### src/rtl/multi_mode_byte_crc_defines.svh
// Assertion macros shared by the multi-mode byte CRC RTL.
`ifndef MULTI_MODE_BYTE_CRC_DEFINES_SVH
`define MULTI_MODE_BYTE_CRC_DEFINES_SVH

// Same-cycle implication, checked on i_clk, off while i_rst_n is low.
`define MMBC_ASSERT_NOW(label, ante, cons, msg) \
    label: assert property (@(posedge i_clk) disable iff (!i_rst_n) (ante) |-> (cons)) \
        else $error(msg);

// Next-cycle implication, checked on i_clk, off while i_rst_n is low.
`define MMBC_ASSERT_NEXT(label, ante, cons, msg) \
    label: assert property (@(posedge i_clk) disable iff (!i_rst_n) (ante) |=> (cons)) \
        else $error(msg);

`endif

### src/rtl/mmbc_pkg.sv
// Package: mode codes, transaction types and CRC fold/finish functions.
`timescale 1ns / 1ps

package mmbc_pkg;

    localparam logic [2:0] MODE_CRC8         = 3'd0;
    localparam logic [2:0] MODE_CRC16_KERMIT = 3'd1;
    localparam logic [2:0] MODE_CRC16_XMODEM = 3'd2;
    localparam logic [2:0] MODE_CRC32        = 3'd3;
    localparam logic [2:0] MODE_CRC32_MPEG2  = 3'd4;

    localparam logic [31:0] POLY_CRC8  = 32'h0000_0007;
    localparam logic [31:0] POLY_CRC16 = 32'h0000_1021;
    localparam logic [31:0] POLY_CRC32 = 32'h04C1_1DB7;
    localparam logic [31:0] ALL_ONES   = 32'hFFFF_FFFF;
    localparam logic [31:0] MASK_8     = 32'h0000_00FF;
    localparam logic [31:0] MASK_16    = 32'h0000_FFFF;
    localparam logic [31:0] TOP_8      = 32'h0000_0080;
    localparam logic [31:0] TOP_16     = 32'h0000_8000;
    localparam logic [31:0] TOP_32     = 32'h8000_0000;

    typedef struct packed {
        logic [7:0] data_byte;
        logic       last_byte;
    } t_item;

    typedef struct packed {
        logic        valid;
        logic [31:0] crc;
    } t_result;

    function automatic logic [31:0] mode_init(input logic [2:0] mode);
        logic [31:0] v;
        case (mode)
            MODE_CRC32, MODE_CRC32_MPEG2: v = ALL_ONES;
            default:                      v = '0;
        endcase
        return v;
    endfunction

    // Folds one byte into the MSB-first, right-aligned CRC register.
    function automatic logic [31:0] crc_fold(input logic [2:0]  mode,
                                             input logic [31:0] crc,
                                             input logic [7:0]  data);
        logic [31:0] mask;
        logic [31:0] poly;
        logic [31:0] top;
        logic [31:0] c;
        logic [7:0]  rb;
        int          i;
        for (i = 0; i < 8; i++) begin
            rb[7 - i] = data[i];
        end
        mask = ALL_ONES;
        poly = POLY_CRC32;
        top  = TOP_32;
        c    = '0;
        case (mode)
            MODE_CRC8: begin
                mask = MASK_8;
                poly = POLY_CRC8;
                top  = TOP_8;
                c    = (crc & MASK_8) ^ {24'h0, data};
            end
            MODE_CRC16_KERMIT: begin
                mask = MASK_16;
                poly = POLY_CRC16;
                top  = TOP_16;
                c    = (crc & MASK_16) ^ {16'h0, rb, 8'h0};
            end
            MODE_CRC16_XMODEM: begin
                mask = MASK_16;
                poly = POLY_CRC16;
                top  = TOP_16;
                c    = (crc & MASK_16) ^ {16'h0, data, 8'h0};
            end
            MODE_CRC32: begin
                c = crc ^ {rb, 24'h0};
            end
            MODE_CRC32_MPEG2: begin
                c = crc ^ {data, 24'h0};
            end
            default: begin
                mask = '0;
            end
        endcase
        for (i = 0; i < 8; i++) begin
            if ((c & top) != '0) begin
                c = ((c << 1) ^ poly) & mask;
            end else begin
                c = (c << 1) & mask;
            end
        end
        return c;
    endfunction

    // Output reflection and final inversion per mode.
    function automatic logic [31:0] crc_finish(input logic [2:0]  mode,
                                               input logic [31:0] crc);
        logic [31:0] r;
        int          i;
        r = '0;
        case (mode)
            MODE_CRC8:         r = crc & MASK_8;
            MODE_CRC16_XMODEM,
            MODE_CRC32_MPEG2:  r = crc;
            MODE_CRC16_KERMIT: begin
                for (i = 0; i < 16; i++) begin
                    r[15 - i] = crc[i];
                end
            end
            MODE_CRC32: begin
                for (i = 0; i < 32; i++) begin
                    r[31 - i] = crc[i];
                end
                r = r ^ ALL_ONES;
            end
            default:           r = '0;
        endcase
        return r;
    endfunction

endpackage

### src/rtl/mmbc_in_stage.sv
// Input register: holds one byte transaction until the engine takes it.
`timescale 1ns / 1ps

module mmbc_in_stage
    import mmbc_pkg::*;
(
    input  logic       i_clk,
    input  logic       i_rst_n,
    input  logic       i_in_valid,
    output logic       o_in_stall,
    input  logic [7:0] i_data_byte,
    input  logic       i_last_byte,
    input  logic       i_out_ready,
    output logic       o_go,
    output t_item      o_item
);

    logic  r_valid;
    logic  n_valid;
    t_item r_item;
    logic  accept;

    // A last byte needs room in the result register; other bytes always move.
    assign o_go       = r_valid && (!r_item.last_byte || i_out_ready);
    assign o_in_stall = r_valid && !o_go;
    assign accept     = i_in_valid && !o_in_stall;
    assign o_item     = r_item;

    always_comb begin
        n_valid = r_valid;
        if (accept) begin
            n_valid = 1'b1;
        end else if (o_go) begin
            n_valid = 1'b0;
        end
    end

    always_ff @(posedge i_clk) begin
        if (!i_rst_n) begin
            r_valid <= 1'b0;
        end else begin
            r_valid <= n_valid;
        end
    end

    always_ff @(posedge i_clk) begin
        if (accept) begin
            r_item.data_byte <= i_data_byte;
            r_item.last_byte <= i_last_byte;
        end
    end

endmodule

### src/rtl/mmbc_engine.sv
// CRC engine: mode register, running CRC register and per-byte fold.
`timescale 1ns / 1ps
`include "multi_mode_byte_crc_defines.svh"

module mmbc_engine
    import mmbc_pkg::*;
(
    input  logic       i_clk,
    input  logic       i_rst_n,
    input  logic       i_cfg_we,
    input  logic [2:0] i_cfg_mode,
    input  logic       i_go,
    input  t_item      i_item,
    output t_result    o_res
);

    logic [2:0]  r_mode;
    logic [31:0] r_crc;
    logic [2:0]  n_mode;
    logic [31:0] n_crc;
    logic [31:0] folded;

    assign folded = crc_fold(r_mode, r_crc, i_item.data_byte);

    always_comb begin
        n_mode = r_mode;
        n_crc  = r_crc;
        if (i_cfg_we) begin
            n_mode = i_cfg_mode;
            n_crc  = mode_init(i_cfg_mode);
        end else if (i_go) begin
            n_crc = i_item.last_byte ? mode_init(r_mode) : folded;
        end
    end

    assign o_res.valid = i_go && i_item.last_byte;
    assign o_res.crc   = crc_finish(r_mode, folded);

    always_ff @(posedge i_clk) begin
        if (!i_rst_n) begin
            r_mode <= MODE_CRC8;
            r_crc  <= '0;
        end else begin
            r_mode <= n_mode;
            r_crc  <= n_crc;
        end
    end

    `MMBC_ASSERT_NOW(a_unused_mode_zero, r_mode > MODE_CRC32_MPEG2, r_crc == '0, "crc not zero in unused mode")
    `MMBC_ASSERT_NOW(a_crc8_narrow, r_mode == MODE_CRC8, r_crc[31:8] == '0, "crc8 upper bits set")
    `MMBC_ASSERT_NOW(a_crc16_narrow, r_mode == MODE_CRC16_KERMIT || r_mode == MODE_CRC16_XMODEM, r_crc[31:16] == '0, "crc16 upper bits set")

endmodule

### src/rtl/mmbc_out_stage.sv
// Result register: holds a finished CRC until the receiver takes it.
`timescale 1ns / 1ps

module mmbc_out_stage
    import mmbc_pkg::*;
(
    input  logic        i_clk,
    input  logic        i_rst_n,
    input  t_result     i_res,
    output logic        o_ready,
    output logic        o_out_valid,
    input  logic        i_out_stall,
    output logic [31:0] o_crc_value
);

    logic        r_valid;
    logic        n_valid;
    logic [31:0] r_crc;

    assign o_ready     = !r_valid || !i_out_stall;
    assign o_out_valid = r_valid;
    assign o_crc_value = r_crc;

    always_comb begin
        n_valid = r_valid;
        if (i_res.valid) begin
            n_valid = 1'b1;
        end else if (!i_out_stall) begin
            n_valid = 1'b0;
        end
    end

    always_ff @(posedge i_clk) begin
        if (!i_rst_n) begin
            r_valid <= 1'b0;
        end else begin
            r_valid <= n_valid;
        end
    end

    always_ff @(posedge i_clk) begin
        if (i_res.valid) begin
            r_crc <= i_res.crc;
        end
    end

endmodule

### src/rtl/multi_mode_byte_crc.sv
// Top level of the multi-mode byte CRC engine.
//
//   channel  handshake                 payload
//   in       i_in_valid / o_in_stall    i_data_byte, i_last_byte
//   out      o_out_valid / i_out_stall  o_crc_value
//   cfg      i_cfg_valid / o_cfg_ready  i_cfg_data (crc_mode)
//
// One byte per cycle while o_in_stall is low; a last byte passes the input register, then the result register.
// Input register, then the 8-step fold into the CRC register and result register.
// Synchronous active-low reset: mode 0, CRC register 0, both stages empty.
// A held result keeps a last byte in the input register and the input stalls behind it.
`timescale 1ns / 1ps
`include "multi_mode_byte_crc_defines.svh"

module multi_mode_byte_crc
    import mmbc_pkg::*;
(
    input  logic        i_clk,
    input  logic        i_rst_n,
    input  logic        i_cfg_valid,
    output logic        o_cfg_ready,
    input  logic [2:0]  i_cfg_data,
    input  logic        i_in_valid,
    output logic        o_in_stall,
    input  logic [7:0]  i_data_byte,
    input  logic        i_last_byte,
    output logic        o_out_valid,
    input  logic        i_out_stall,
    output logic [31:0] o_crc_value
);

    logic    out_ready;
    logic    go;
    logic    cfg_we;
    t_item   item;
    t_result res;

    assign o_cfg_ready = 1'b1;
    assign cfg_we      = i_cfg_valid && o_cfg_ready;

    mmbc_in_stage u_in (
        .i_clk       (i_clk),
        .i_rst_n     (i_rst_n),
        .i_in_valid  (i_in_valid),
        .o_in_stall  (o_in_stall),
        .i_data_byte (i_data_byte),
        .i_last_byte (i_last_byte),
        .i_out_ready (out_ready),
        .o_go        (go),
        .o_item      (item)
    );

    mmbc_engine u_engine (
        .i_clk      (i_clk),
        .i_rst_n    (i_rst_n),
        .i_cfg_we   (cfg_we),
        .i_cfg_mode (i_cfg_data),
        .i_go       (go),
        .i_item     (item),
        .o_res      (res)
    );

    mmbc_out_stage u_out (
        .i_clk       (i_clk),
        .i_rst_n     (i_rst_n),
        .i_res       (res),
        .o_ready     (out_ready),
        .o_out_valid (o_out_valid),
        .i_out_stall (i_out_stall),
        .o_crc_value (o_crc_value)
    );

    `MMBC_ASSERT_NOW(a_result_has_room, res.valid, out_ready, "result produced while result register busy")
    `MMBC_ASSERT_NEXT(a_result_lands, res.valid, o_out_valid && o_crc_value == $past(res.crc), "finished crc not in result register")

endmodule

### config.mk
export PLATFORM = sky130hd
export DESIGN_NAME = multi_mode_byte_crc
export DESIGN_NICKNAME = d
export VERILOG_FILES = /design/src/rtl/mmbc_pkg.sv /design/src/rtl/mmbc_in_stage.sv /design/src/rtl/mmbc_engine.sv /design/src/rtl/mmbc_out_stage.sv /design/src/rtl/multi_mode_byte_crc.sv
export VERILOG_INCLUDE_DIRS = /design/src /design/src/rtl
export SDC_FILE = /design/constraint.sdc
export NUM_CORES = 1
export LEC_CHECK = 0
export BUFFER_PORTS_ARGS = -buffer_cell sky130_fd_sc_hd__buf_2
export CORE_MARGIN = 2
export CORE_UTILIZATION = 40
export DETAILED_ROUTE_END_ITERATION = 7
export PLACE_DENSITY = 0.58
export REMOVE_ABC_BUFFERS = 1
export SETUP_SLACK_MARGIN = 0.15
export SLEW_MARGIN = 20
export SYNTH_ARGS = -nofsm -noshare
export SYNTH_HDL_FRONTEND = slang
export SYNTH_SLANG_ARGS = --single-unit
### constraint.sdc
create_clock -name i_clk -period 8.2 [get_ports i_clk]
set_clock_uncertainty 0.2 [all_clocks]
set_input_delay 0.82 -clock i_clk [delete_from_list [all_inputs] [get_ports i_clk]]
set_output_delay 0.82 -clock i_clk [all_outputs]
set_load 0.03 [all_outputs]
==> flow_metrics.env, run 1 <==
export IMPL_cts_setup_buffers=0
export IMPL_p_leak_nw=2.61
export IMPL_switchingPower_mw=0.748
export IMPL_cts_root_buf="clkbuf_16"
export IMPL_cp_startpoint="u_engine.r_mode[0]"
export IMPL_end_kind="register"
export IMPL_synth_area_leaders="edfxtp_1 20%, dfxtp_1 12%, xnor2_1 6.8%, o21ai_0 6.2%, a21oi_1 4.4%"
export IMPL_layout_drive_gt1_share=0.175
export IMPL_crit_required_ns=8.28
export IMPL_synth_edf_count=41
export IMPL_die_area_mm2=0.0165
export IMPL_cts_resized=0
export IMPL_finalWirelength_mm=22.2
export IMPL_rr_startpoint="u_engine.r_mode[0]"
export IMPL_vias_per_cell=6.48
export IMPL_grt_pass1_wl_mm=34.1
export IMPL_setup_tns_ns=0
export IMPL_clkLatencyLatePin_ns=0.35
export IMPL_path_delay_family="simple AND/OR/NAND/NOR gates"
export IMPL_fin_nets=737
export IMPL_synth_top_area_cell="edfxtp_1"
export IMPL_ant_nets=0
export IMPL_rsz0062_at_grt="no"
export IMPL_switching_share=0.421
export IMPL_num_vias=5919
export IMPL_pwr_share_seq=0.272
export IMPL_syn_area_per_cell_um2=8.82
export IMPL_crit_path_max_incr_delay_ns=0.76
export IMPL_tightest_slew_ns=1.17
export IMPL_antenna_cells=0
export IMPL_syn_instance_count=702
export IMPL_ir_drop_mv=0.112
export IMPL_start_util=0.409
export IMPL_ys_types=96
export IMPL_drc=0
export IMPL_grt_antenna_before_repair=0
export IMPL_drt_wirelength_per_cell_um=24.4
export IMPL_ys_seq_area_frac=0.319
export IMPL_postCtsHoldBufs=0
export IMPL_path_cells="buf_4, or3b_1, o22ai_4, nor2_4, a211o_1, nand3_4, nor3_4, and2b_1, a21o_1, a21oi_1, a21oi_1, nor2_1"
export IMPL_setup_violations=0
export IMPL_portBuffers=50
export IMPL_total_power_mw=1.78
export IMPL_maxSlewViolCount=0
export IMPL_cp_arrival_ns=5.24
export IMPL_outcome="completed"
export IMPL_cap_violations=0
export IMPL_drtPass1Iterations=5
export IMPL_hp_start="u_out.o_out_valid"
export IMPL_synth_top_area_frac=0.199
export IMPL_p_int_mw=1.03
export IMPL_cp_start_kind="register"
export IMPL_die_x_um=128
export IMPL_place_congestion=1.06
export IMPL_hpwl_mm=15.9
export IMPL_layout_worst_path_cycle_share=0.629
export IMPL_grt_usage=0.276
export IMPL_clock_power_share=0.231
export IMPL_final_min_clock_period_ns=5.16
export IMPL_synth_area_mm2=0.00619
export IMPL_powerDensity_mw_per_mm2=260
export IMPL_h_tree_depth=3
export IMPL_clk_pin_slew_worst_paths_ns=0.06
export IMPL_clockBufferDepth=2
export IMPL_synth_seq_cells=78
export IMPL_synth_flop_cell="edfxtp_1"
export IMPL_cts_tree="built"
export IMPL_rows=45
export IMPL_worst_path_max_fanout=24
export IMPL_finalHoldViolCount=0
export IMPL_fmax_ghz=0.194
export IMPL_max_slew_margin_rel=0.218
export IMPL_io_pins=52
export IMPL_p_comb_frac=0.497
export IMPL_crit_type="reg -> reg"
export IMPL_coreArea_mm2=0.0151
export IMPL_cts_buffers=9
export IMPL_clock_sinks=78
export IMPL_holdCritPathClass="reg -> reg"
export IMPL_die_y_um=128
export IMPL_area_growth_pct=10.3
export IMPL_grt_pass1_vias=5477
export IMPL_final_core_util=0.451
export IMPL_worst_path_buf_inv=1
export IMPL_drt_iter0_markers=864
export IMPL_grt_overflow=0
export IMPL_yosysWarnings=0
export IMPL_crit_path_frequent_cell="a21oi_1"
export IMPL_grt_max_degree=56
export IMPL_async_flop_share=0
export IMPL_slowest_stage="or3b_1"
==> Yosys cell counts (6+ instances only) <==
library cell   n
o211a_1        7
mux2i_1       17
nand2b_1       7
xor2_1        26
buf_2          8
o211ai_1       7
o21ai_0       77
nor2b_1       12
a21oi_1       54
inv_1         13
o221a_2       10
buf_1          6
nand2_1       63
a31oi_1        6
nand3_1        8
dfxtp_1       37
a22o_1        12
nor3_1         8
edfxtp_1      41
nor2_1        46
and2_1         6
a221oi_1       9
o22a_1         6
clkbuf_1      31
xnor2_1       48
o22ai_1       10
==> worst paths after layout <==
check,slack [ns],cells past startpoint,endpoint
min reg2reg,0.36,2,u_out.o_out_valid
max,3.04,12,u_engine.r_crc[14]
min,0.36,2,u_out.o_out_valid
max reg2reg,3.04,12,u_engine.r_crc[14]
==> logic make-up after synthesis <==
family | share of synthesized area
flops | 0.319
simple gates | 0.155
buf+inv | 0.0507
other cells | 0.000606
xor+xnor | 0.143
compound gates | 0.297
mux | 0.0360
==> cell type report <==
class | instances | area [um2]
fillers | 1439 | 8320
multi-input cells | 554 | 3920
flip-flops and latches | 78 | 1970
repair buffers | 60 | 329
clock buffers | 14 | 295
well taps | 188 | 235
inverters | 17 | 63.8
clock inverters | 2 | 12.5
==> registers in the layout, summed over array words and instances, names as in the netlist <==
| signal | flops |
|---|---|
| u_out.o_out_valid | 1 |
| u_out.o_crc_value | 32 |
| u_in.r_valid | 1 |
| u_engine.r_crc | 32 |
| u_engine.r_mode | 3 |
| u_in.o_item | 9 |
==> placed cells by master, fill, tap and decap left out, drive strengths merged, types with 11 or more instances in the layout <==
cell,n
dfxtp,37
a21oi,56
a22o,12
a221oi,11
nor3,11
nor2,47
o22ai,11
edfxtp,41
inv,16
o21ai,78
mux2i,17
xor2,27
clkbuf,14
buf,60
nor2b,12
o221a,12
xnor2,51
nand2,66
==> worst min-delay path, stage by stage, from the launching register on <==
cell and delay, ns:
dfxtp_1 0.35, nand2_1 0.08, a21boi_0 0.07
==> power by group through the flow <==
stage | Clock, mW | Combinational (mW) | Sequential (mW)
after floorplan | 0 | 0.604 | 0.505
after global placement | 0 | 0.847 | 0.489
after detailed placement | 0 | 0.854 | 0.489
after CTS | 0.415 | 0.859 | 0.481
after global routing | 0.430 | 0.940 | 0.484
final | 0.410 | 0.883 | 0.482
==> routing by layer <==
metal	global-route usage	share of wire	vias up
li1	-	-	2649
met1	0.377	0.41	2787
met2	0.426	0.44	403
met3	0.0524	0.10	80
met4	0.123	0.047	0
met5	0	0	-
==> metrics by stage <==
stage | cell area, um2 | hold WS (ns) | worst slack (ns) | cells
final | 6830 | 0.355 | 3.04 | 913
after global routing | 6830 | 0.378 | 2.88 | 913
after CTS | 6830 | 0.357 | 3.11 | 913
after detailed placement | 6520 | 0.348 | 3.16 | 897
after global placement | 6500 | 0.333 | 2.86 | 896
after floorplan | 5940 | 0.287 | 3.60 | 649
Power figures use the tool's default switching activity.
==> run 2, diff against run 1 <==
--- a/config.mk
+++ b/config.mk
@@ -10,7 +10,7 @@
 export CORE_MARGIN = 2
 export CORE_UTILIZATION = 40
 export DETAILED_ROUTE_END_ITERATION = 7
-export PLACE_DENSITY = 0.58
+export PLACE_DENSITY = 0.6
 export REMOVE_ABC_BUFFERS = 1
 export SETUP_SLACK_MARGIN = 0.15
 export SLEW_MARGIN = 20
==> constraint.sdc (replaced) <==
create_clock -name i_clk -period 4.21 [get_ports i_clk]
set_clock_uncertainty 0.2 [all_clocks]
set_input_delay 0.421 -clock i_clk [delete_from_list [all_inputs] [get_ports i_clk]]
set_output_delay 0.421 -clock i_clk [all_outputs]
set_load 0.03 [all_outputs]
==> run 2 against run 1 <==
Against the previous run:
- via count up 3.6%
- combinational power increased by 110%
- clock-buffer cell count down 2
- die area is the same
- critical path depth is 2 higher
- sequential power rose by 95%
- routed wire length rose by 7.4%
- worst hold slack worse by 0.31 ns
- core utilization up 2.8 points
- register-to-register slack worse by 2.8 ns
- largest cell class unchanged
==> flow_metrics.env, run 2 (same netlist as run 1, synthesis figures left out) <==
export IMPL_drt_wirelength_per_cell_um=24.8
export IMPL_clock_sinks=78
export IMPL_place_area_mm2=0.00687
export IMPL_grt_pass1_wl_mm=35.8
export IMPL_maxSlewViolCount=0
export IMPL_layout_drive_gt1_share=0.239
export IMPL_tightest_slew_ns=1.04
export IMPL_setup_violations=0
export IMPL_n_fill_cell=1470
export IMPL_h_tree_depth=3
export IMPL_drc=0
export IMPL_fin_nets=787
export IMPL_cts_root_buf="clkbuf_16"
export IMPL_cts_buffers=9
export IMPL_die_x_um=128
export IMPL_grt_overflow=0
export IMPL_place_congestion=1.07
export IMPL_crit_end="u_out.o_crc_value[8]"
export IMPL_r2r_setup_slack_ns=0.22
export IMPL_drtPass1Iterations=5
export IMPL_clockBufferDepth=2
export IMPL_area_growth_pct=17.3
export IMPL_hpwl_mm=17.8
export IMPL_clk_pin_slew_worst_paths_ns=0.06
export IMPL_pre_cts_slack_ns=0.0870
export IMPL_total_power_mw=3.61
export IMPL_rsz0062_at_grt="no"
export IMPL_rr_startpoint="u_engine.r_mode[0]"
export IMPL_io_pins=52
export IMPL_vias_per_cell=6.37
export IMPL_fmax_ghz=0.251
export IMPL_cp_arrival_ns=3.88
export IMPL_final_min_clock_period_ns=3.99
export IMPL_cap_violations=0
export IMPL_r2r_cells=14
export IMPL_stdcell_area_mm2=0.00726
export IMPL_num_vias=6131
export IMPL_powerDensity_mw_per_mm2=497
export IMPL_outcome="completed"
export IMPL_grt_antenna_before_repair=0
export IMPL_die_y_um=128
export IMPL_grt_usage=0.295
export IMPL_holdCritPathClass="in -> reg"
export IMPL_cp_startpoint="u_engine.r_mode[0]"
export IMPL_final_common_cell="o21ai_0"
export IMPL_layout_worst_path_cycle_share=0.948
export IMPL_start_util=0.409
export IMPL_p_leak_nw=2.89
export IMPL_portBuffers=50
export IMPL_worst_path_max_fanout=11
export IMPL_setup_slack_ns=0.219
export IMPL_clkLatencyLatePin_ns=0.36
export IMPL_ir_drop_mv=0.204
export IMPL_holdWs_ns=0.0423
export IMPL_end_kind="register"
export IMPL_drt_iter0_markers=732
export IMPL_max_slew_margin_rel=0.303
export IMPL_ant_nets=0
export IMPL_postCtsHoldBufs=0
export IMPL_hp_start="i_data_byte[6]"
export IMPL_r2r_end="u_out.o_crc_value[8]"
export IMPL_finalWirelength_mm=23.9
export IMPL_die_area_mm2=0.0165
export IMPL_finalHoldViolCount=0
export IMPL_crit_type="reg -> reg"
export IMPL_antenna_cells=0
export IMPL_cp_start_kind="register"
export IMPL_grt_pass1_vias=5750
export IMPL_mostFrequentLayoutCells="75 x o21ai_0, 63 x nand2_1, 60 x buf_4"
export IMPL_cts_tree="built"
export IMPL_grt_max_degree=33
export IMPL_crit_required_ns=4.10
export IMPL_coreArea_mm2=0.0151
export IMPL_rows=45
export IMPL_final_core_util=0.479
==> run 2: changes by cell type in the layout (fill, tap and decap cells not counted), moves of 2 or more <==
cell and change:
buf_4 +51, clkbuf_8 -2, mux2i_1 -2, mux2i_2 +2, o21ai_0 -2, o21ai_1 +2
==> run 2: timing repair <==
| action | in CTS | in global routing |
|---|---|---|
| pin swaps | 0 | 1 |
| setup buffers | 0 | 2 |
| gates resized for setup | 2 | 15 |
| setup endpoints to repair | 3 | 25 |
==> run 2: worst min-delay path by stage <==
stage                         endpoint  depth (start not counted)
floorplan            u_out.o_out_valid                          2
global placement    u_engine.r_crc[18]                          2
detailed placement  u_engine.r_crc[22]                          2
CTS                     u_in.o_item[7]                          1
global route            u_in.o_item[5]                          1
finish                  u_in.o_item[7]                          1
==> run 2: layout make-up <==
cell class	instances	area, um2	area share
multi-input cells	554	3990	0.549
inverters	17	63.8	0.00879
clock inverters	4	27.5	0.00379
clock buffers	12	268	0.0369
well taps	188	235	0.0324
repair buffers	110	701	0.0965
flip-flops and latches	78	1980	0.272
==> run 2: per-stage QoR <==
stage	TNS [ns]	cells
final	0	963
after global routing	0	963
after CTS	0	961
after detailed placement	0	945
after global placement	0	945
after floorplan	-5.61	649
==> run 2: metal layers <==
metal | vias up | global-route usage | wire, um
li1 | 2747 | - | -
met1 | 2886 | 0.384 | 9580
met2 | 419 | 0.451 | 10600
met3 | 79 | 0.0682 | 2270
met4 | 0 | 0.167 | 1410
met5 | - | 0 | 0
==> run 2: power breakdown <==
group          switching (mW)  internal, mW  total, mW
Combinational            1.15         0.742       1.89
Sequential             0.0621         0.880      0.942
Clock                   0.326         0.453      0.779
==> run 2: worst max-delay path, stage by stage (launching register included) <==
cell,delay [ns]
dfxtp_1,0.47
buf_4,0.27
nor2b_1,0.09
buf_4,0.17
a221oi_2,0.30
a21oi_4,0.10
buf_4,0.18
a211oi_4,0.25
buf_4,0.24
inv_2,0.11
a221oi_1,0.25
o22ai_1,0.21
xnor3_2,0.50
a211oi_1,0.27
o32ai_1,0.12
==> run 3, diff against run 2 <==
--- a/config.mk
+++ b/config.mk
@@ -8,9 +8,9 @@
 export LEC_CHECK = 0
 export BUFFER_PORTS_ARGS = -buffer_cell sky130_fd_sc_hd__buf_2
 export CORE_MARGIN = 2
-export CORE_UTILIZATION = 40
+export CORE_UTILIZATION = 45
 export DETAILED_ROUTE_END_ITERATION = 7
-export PLACE_DENSITY = 0.6
+export PLACE_DENSITY = 0.66
 export REMOVE_ABC_BUFFERS = 1
 export SETUP_SLACK_MARGIN = 0.15
 export SLEW_MARGIN = 20
==> run 3 against run 2 <==
Against the previous run:
- sequential share of layout area barely moved
- largest power group unchanged
- clock power increased by 0.6%
- sequential power hardly changed
- global-route usage grew 3.3 points
- combinational power barely moved
- non-clock buffer count is 1 higher
- critical path depth fell by 1
- die area is 11% lower
- sequential cell count is the same
- total power rose by 0.40%
- routed wire length increased by 0.39%
- design area up 0.12%
==> flow_metrics.env, run 3 (same netlist as run 1, synthesis figures left out) <==
export IMPL_outcome="completed"
export IMPL_final_common_cell="o21ai_0"
export IMPL_mostFrequentLayoutCells="77 x o21ai_0, 63 x nand2_1, 60 x buf_4"
export IMPL_layout_worst_path_cycle_share=0.938
export IMPL_holdCritPathClass="in -> reg"
export IMPL_crit_required_ns=4.10
export IMPL_portBuffers=50
export IMPL_clk_pin_slew_worst_paths_ns=0.07
export IMPL_maxSlewViolCount=0
export IMPL_finalWirelength_mm=24.0
export IMPL_num_vias=6189
export IMPL_grt_overflow=0
export IMPL_start_util=0.464
export IMPL_cp_start_kind="register"
export IMPL_powerDensity_mw_per_mm2=499
export IMPL_total_power_mw=3.62
export IMPL_final_min_clock_period_ns=3.95
export IMPL_antenna_cells=0
export IMPL_p_leak_nw=2.88
export IMPL_die_x_um=121
export IMPL_met2WireLength_mm=10.6
export IMPL_place_congestion=1.06
export IMPL_h_tree_depth=3
export IMPL_grt_usage=0.328
export IMPL_rsz0062_at_grt="yes"
export IMPL_cts_tree="built"
export IMPL_met3_length_mm=2.50
export IMPL_grt_pass1_wl_mm=35.2
export IMPL_stdcell_area_mm2=0.00727
export IMPL_min_path_cells=1
export IMPL_rows=42
export IMPL_fin_nets=788
export IMPL_end_kind="register"
export IMPL_drc=0
export IMPL_drt_iter0_markers=756
export IMPL_clkLatencyLatePin_ns=0.35
export IMPL_worst_path_max_fanout=31
export IMPL_coreArea_mm2=0.0133
export IMPL_top_layer_used="met4"
export IMPL_crit_path_max_incr_delay_ns=0.48
export IMPL_clockBufferDepth=2
export IMPL_holdPathEnd="u_in.o_item[1]"
export IMPL_rr_startpoint="u_engine.r_mode[0]"
export IMPL_drtPass1Iterations=6
export IMPL_ir_drop_mv=0.234
export IMPL_hpwl_mm=17.7
export IMPL_r2r_end="u_out.o_crc_value[8]"
export IMPL_setup_violations=0
export IMPL_io_pins=52
export IMPL_crit_path_frequent_cell="xnor2_2"
export IMPL_drt_wirelength_per_cell_um=25.2
export IMPL_layout_drive_gt1_share=0.246
export IMPL_cts_buffers=9
export IMPL_tightest_slew_ns=1.03
export IMPL_die_area_mm2=0.0147
export IMPL_cp_arrival_ns=3.84
export IMPL_slowest_stage="dfxtp_1"
export IMPL_wl_met1_mm=9.54
export IMPL_max_slew_margin_rel=0.313
export IMPL_clock_sinks=78
export IMPL_finalHoldViolCount=0
export IMPL_path_cells="buf_12, and3b_2, a221o_1, nand2_2, xnor2_2, xnor2_2, mux2i_2, nand3_1, buf_4, xnor2_1, nor2_1, a211oi_1, o32ai_1"
export IMPL_hp_start="i_data_byte[0]"
export IMPL_grt_max_degree=33
export IMPL_cts_root_buf="clkbuf_16"
export IMPL_crit_type="reg -> reg"
export IMPL_die_y_um=121
export IMPL_area_growth_pct=17.4
export IMPL_grt_antenna_before_repair=0
export IMPL_r2r_cells=13
export IMPL_ant_nets=0
export IMPL_n_fill_cell=1252
export IMPL_place_area_mm2=0.00688
export IMPL_r2r_setup_slack_ns=0.26
export IMPL_final_core_util=0.544
export IMPL_cap_violations=0
export IMPL_vias_per_cell=6.50
export IMPL_grt_pass1_vias=5636
export IMPL_fmax_ghz=0.253
run 3: worst max-delay path by stage:
stage	cells past startpoint	from	slack (ns)	to
after floorplan	11	u_engine.r_mode[1]	-0.39	u_out.o_crc_value[5]
after global placement	12	u_engine.r_mode[0]	-0.03	u_engine.r_crc[6]
after detailed placement	12	u_engine.r_mode[0]	0.001	u_engine.r_crc[6]
after CTS	12	u_engine.r_mode[0]	0.11	u_engine.r_crc[6]
after global routing	11	u_in.o_item[1]	0.14	u_out.o_crc_value[4]
final	13	u_engine.r_mode[0]	0.26	u_out.o_crc_value[8]
run 3: per-layer routing:
| layer | track usage | vias up |
|---|---|---|
| met3 | 0.0808 | 91 |
| met4 | 0.176 | 0 |
| li1 | - | 2739 |
| met5 | 0 | - |
| met1 | 0.426 | 2956 |
| met2 | 0.501 | 403 |
run 3: what timing repair did:
action	4_1_cts	5_1_grt
hold buffers	0	0
resized for setup	4	14
pin swaps	0	0
buffers inserted	0	2
setup endpoints to repair	16	31
run 3: final cells by class:
cell class	instances	area (um2)	share of cell area
Tap cell	176	220	0.0303
Timing Repair Buffer	111	721	0.0992
Clock buffer	10	239	0.0329
Inverter	17	63.8	0.00878
Multi-Input combinational cell	554	4000	0.551
Clock inverter	6	43.8	0.00603
Sequential cell	78	1980	0.272
run 3: metrics by stage:
step                      std cells  setup WS (ns)  hold WS, ns  setup TNS, ns
after detailed placement        934        0.00134        0.351              0
final                           952          0.263       0.0363              0
after global routing            952          0.140       0.0313              0
after CTS                       950          0.107       0.0327              0
after global placement          934        -0.0348        0.327        -0.0518
after floorplan                 649         -0.389        0.287          -5.61
run 3: critical path, delay by kind of cell (launching register included):
family | cells | cell delay, ns
AO/OA/AOI/OAI | 3 | 0.56
multiplexers | 1 | 0.37
buffers and inverters | 2 | 0.50
AND/OR/NAND/NOR | 4 | 0.79
flip-flops | 1 | 0.48
XOR/XNOR | 3 | 0.78
run 3: report_power, final:
group | internal (mW) | switching [mW]
clock network | 0.420 | 0.364
logic | 0.752 | 1.15
registers | 0.879 | 0.0604
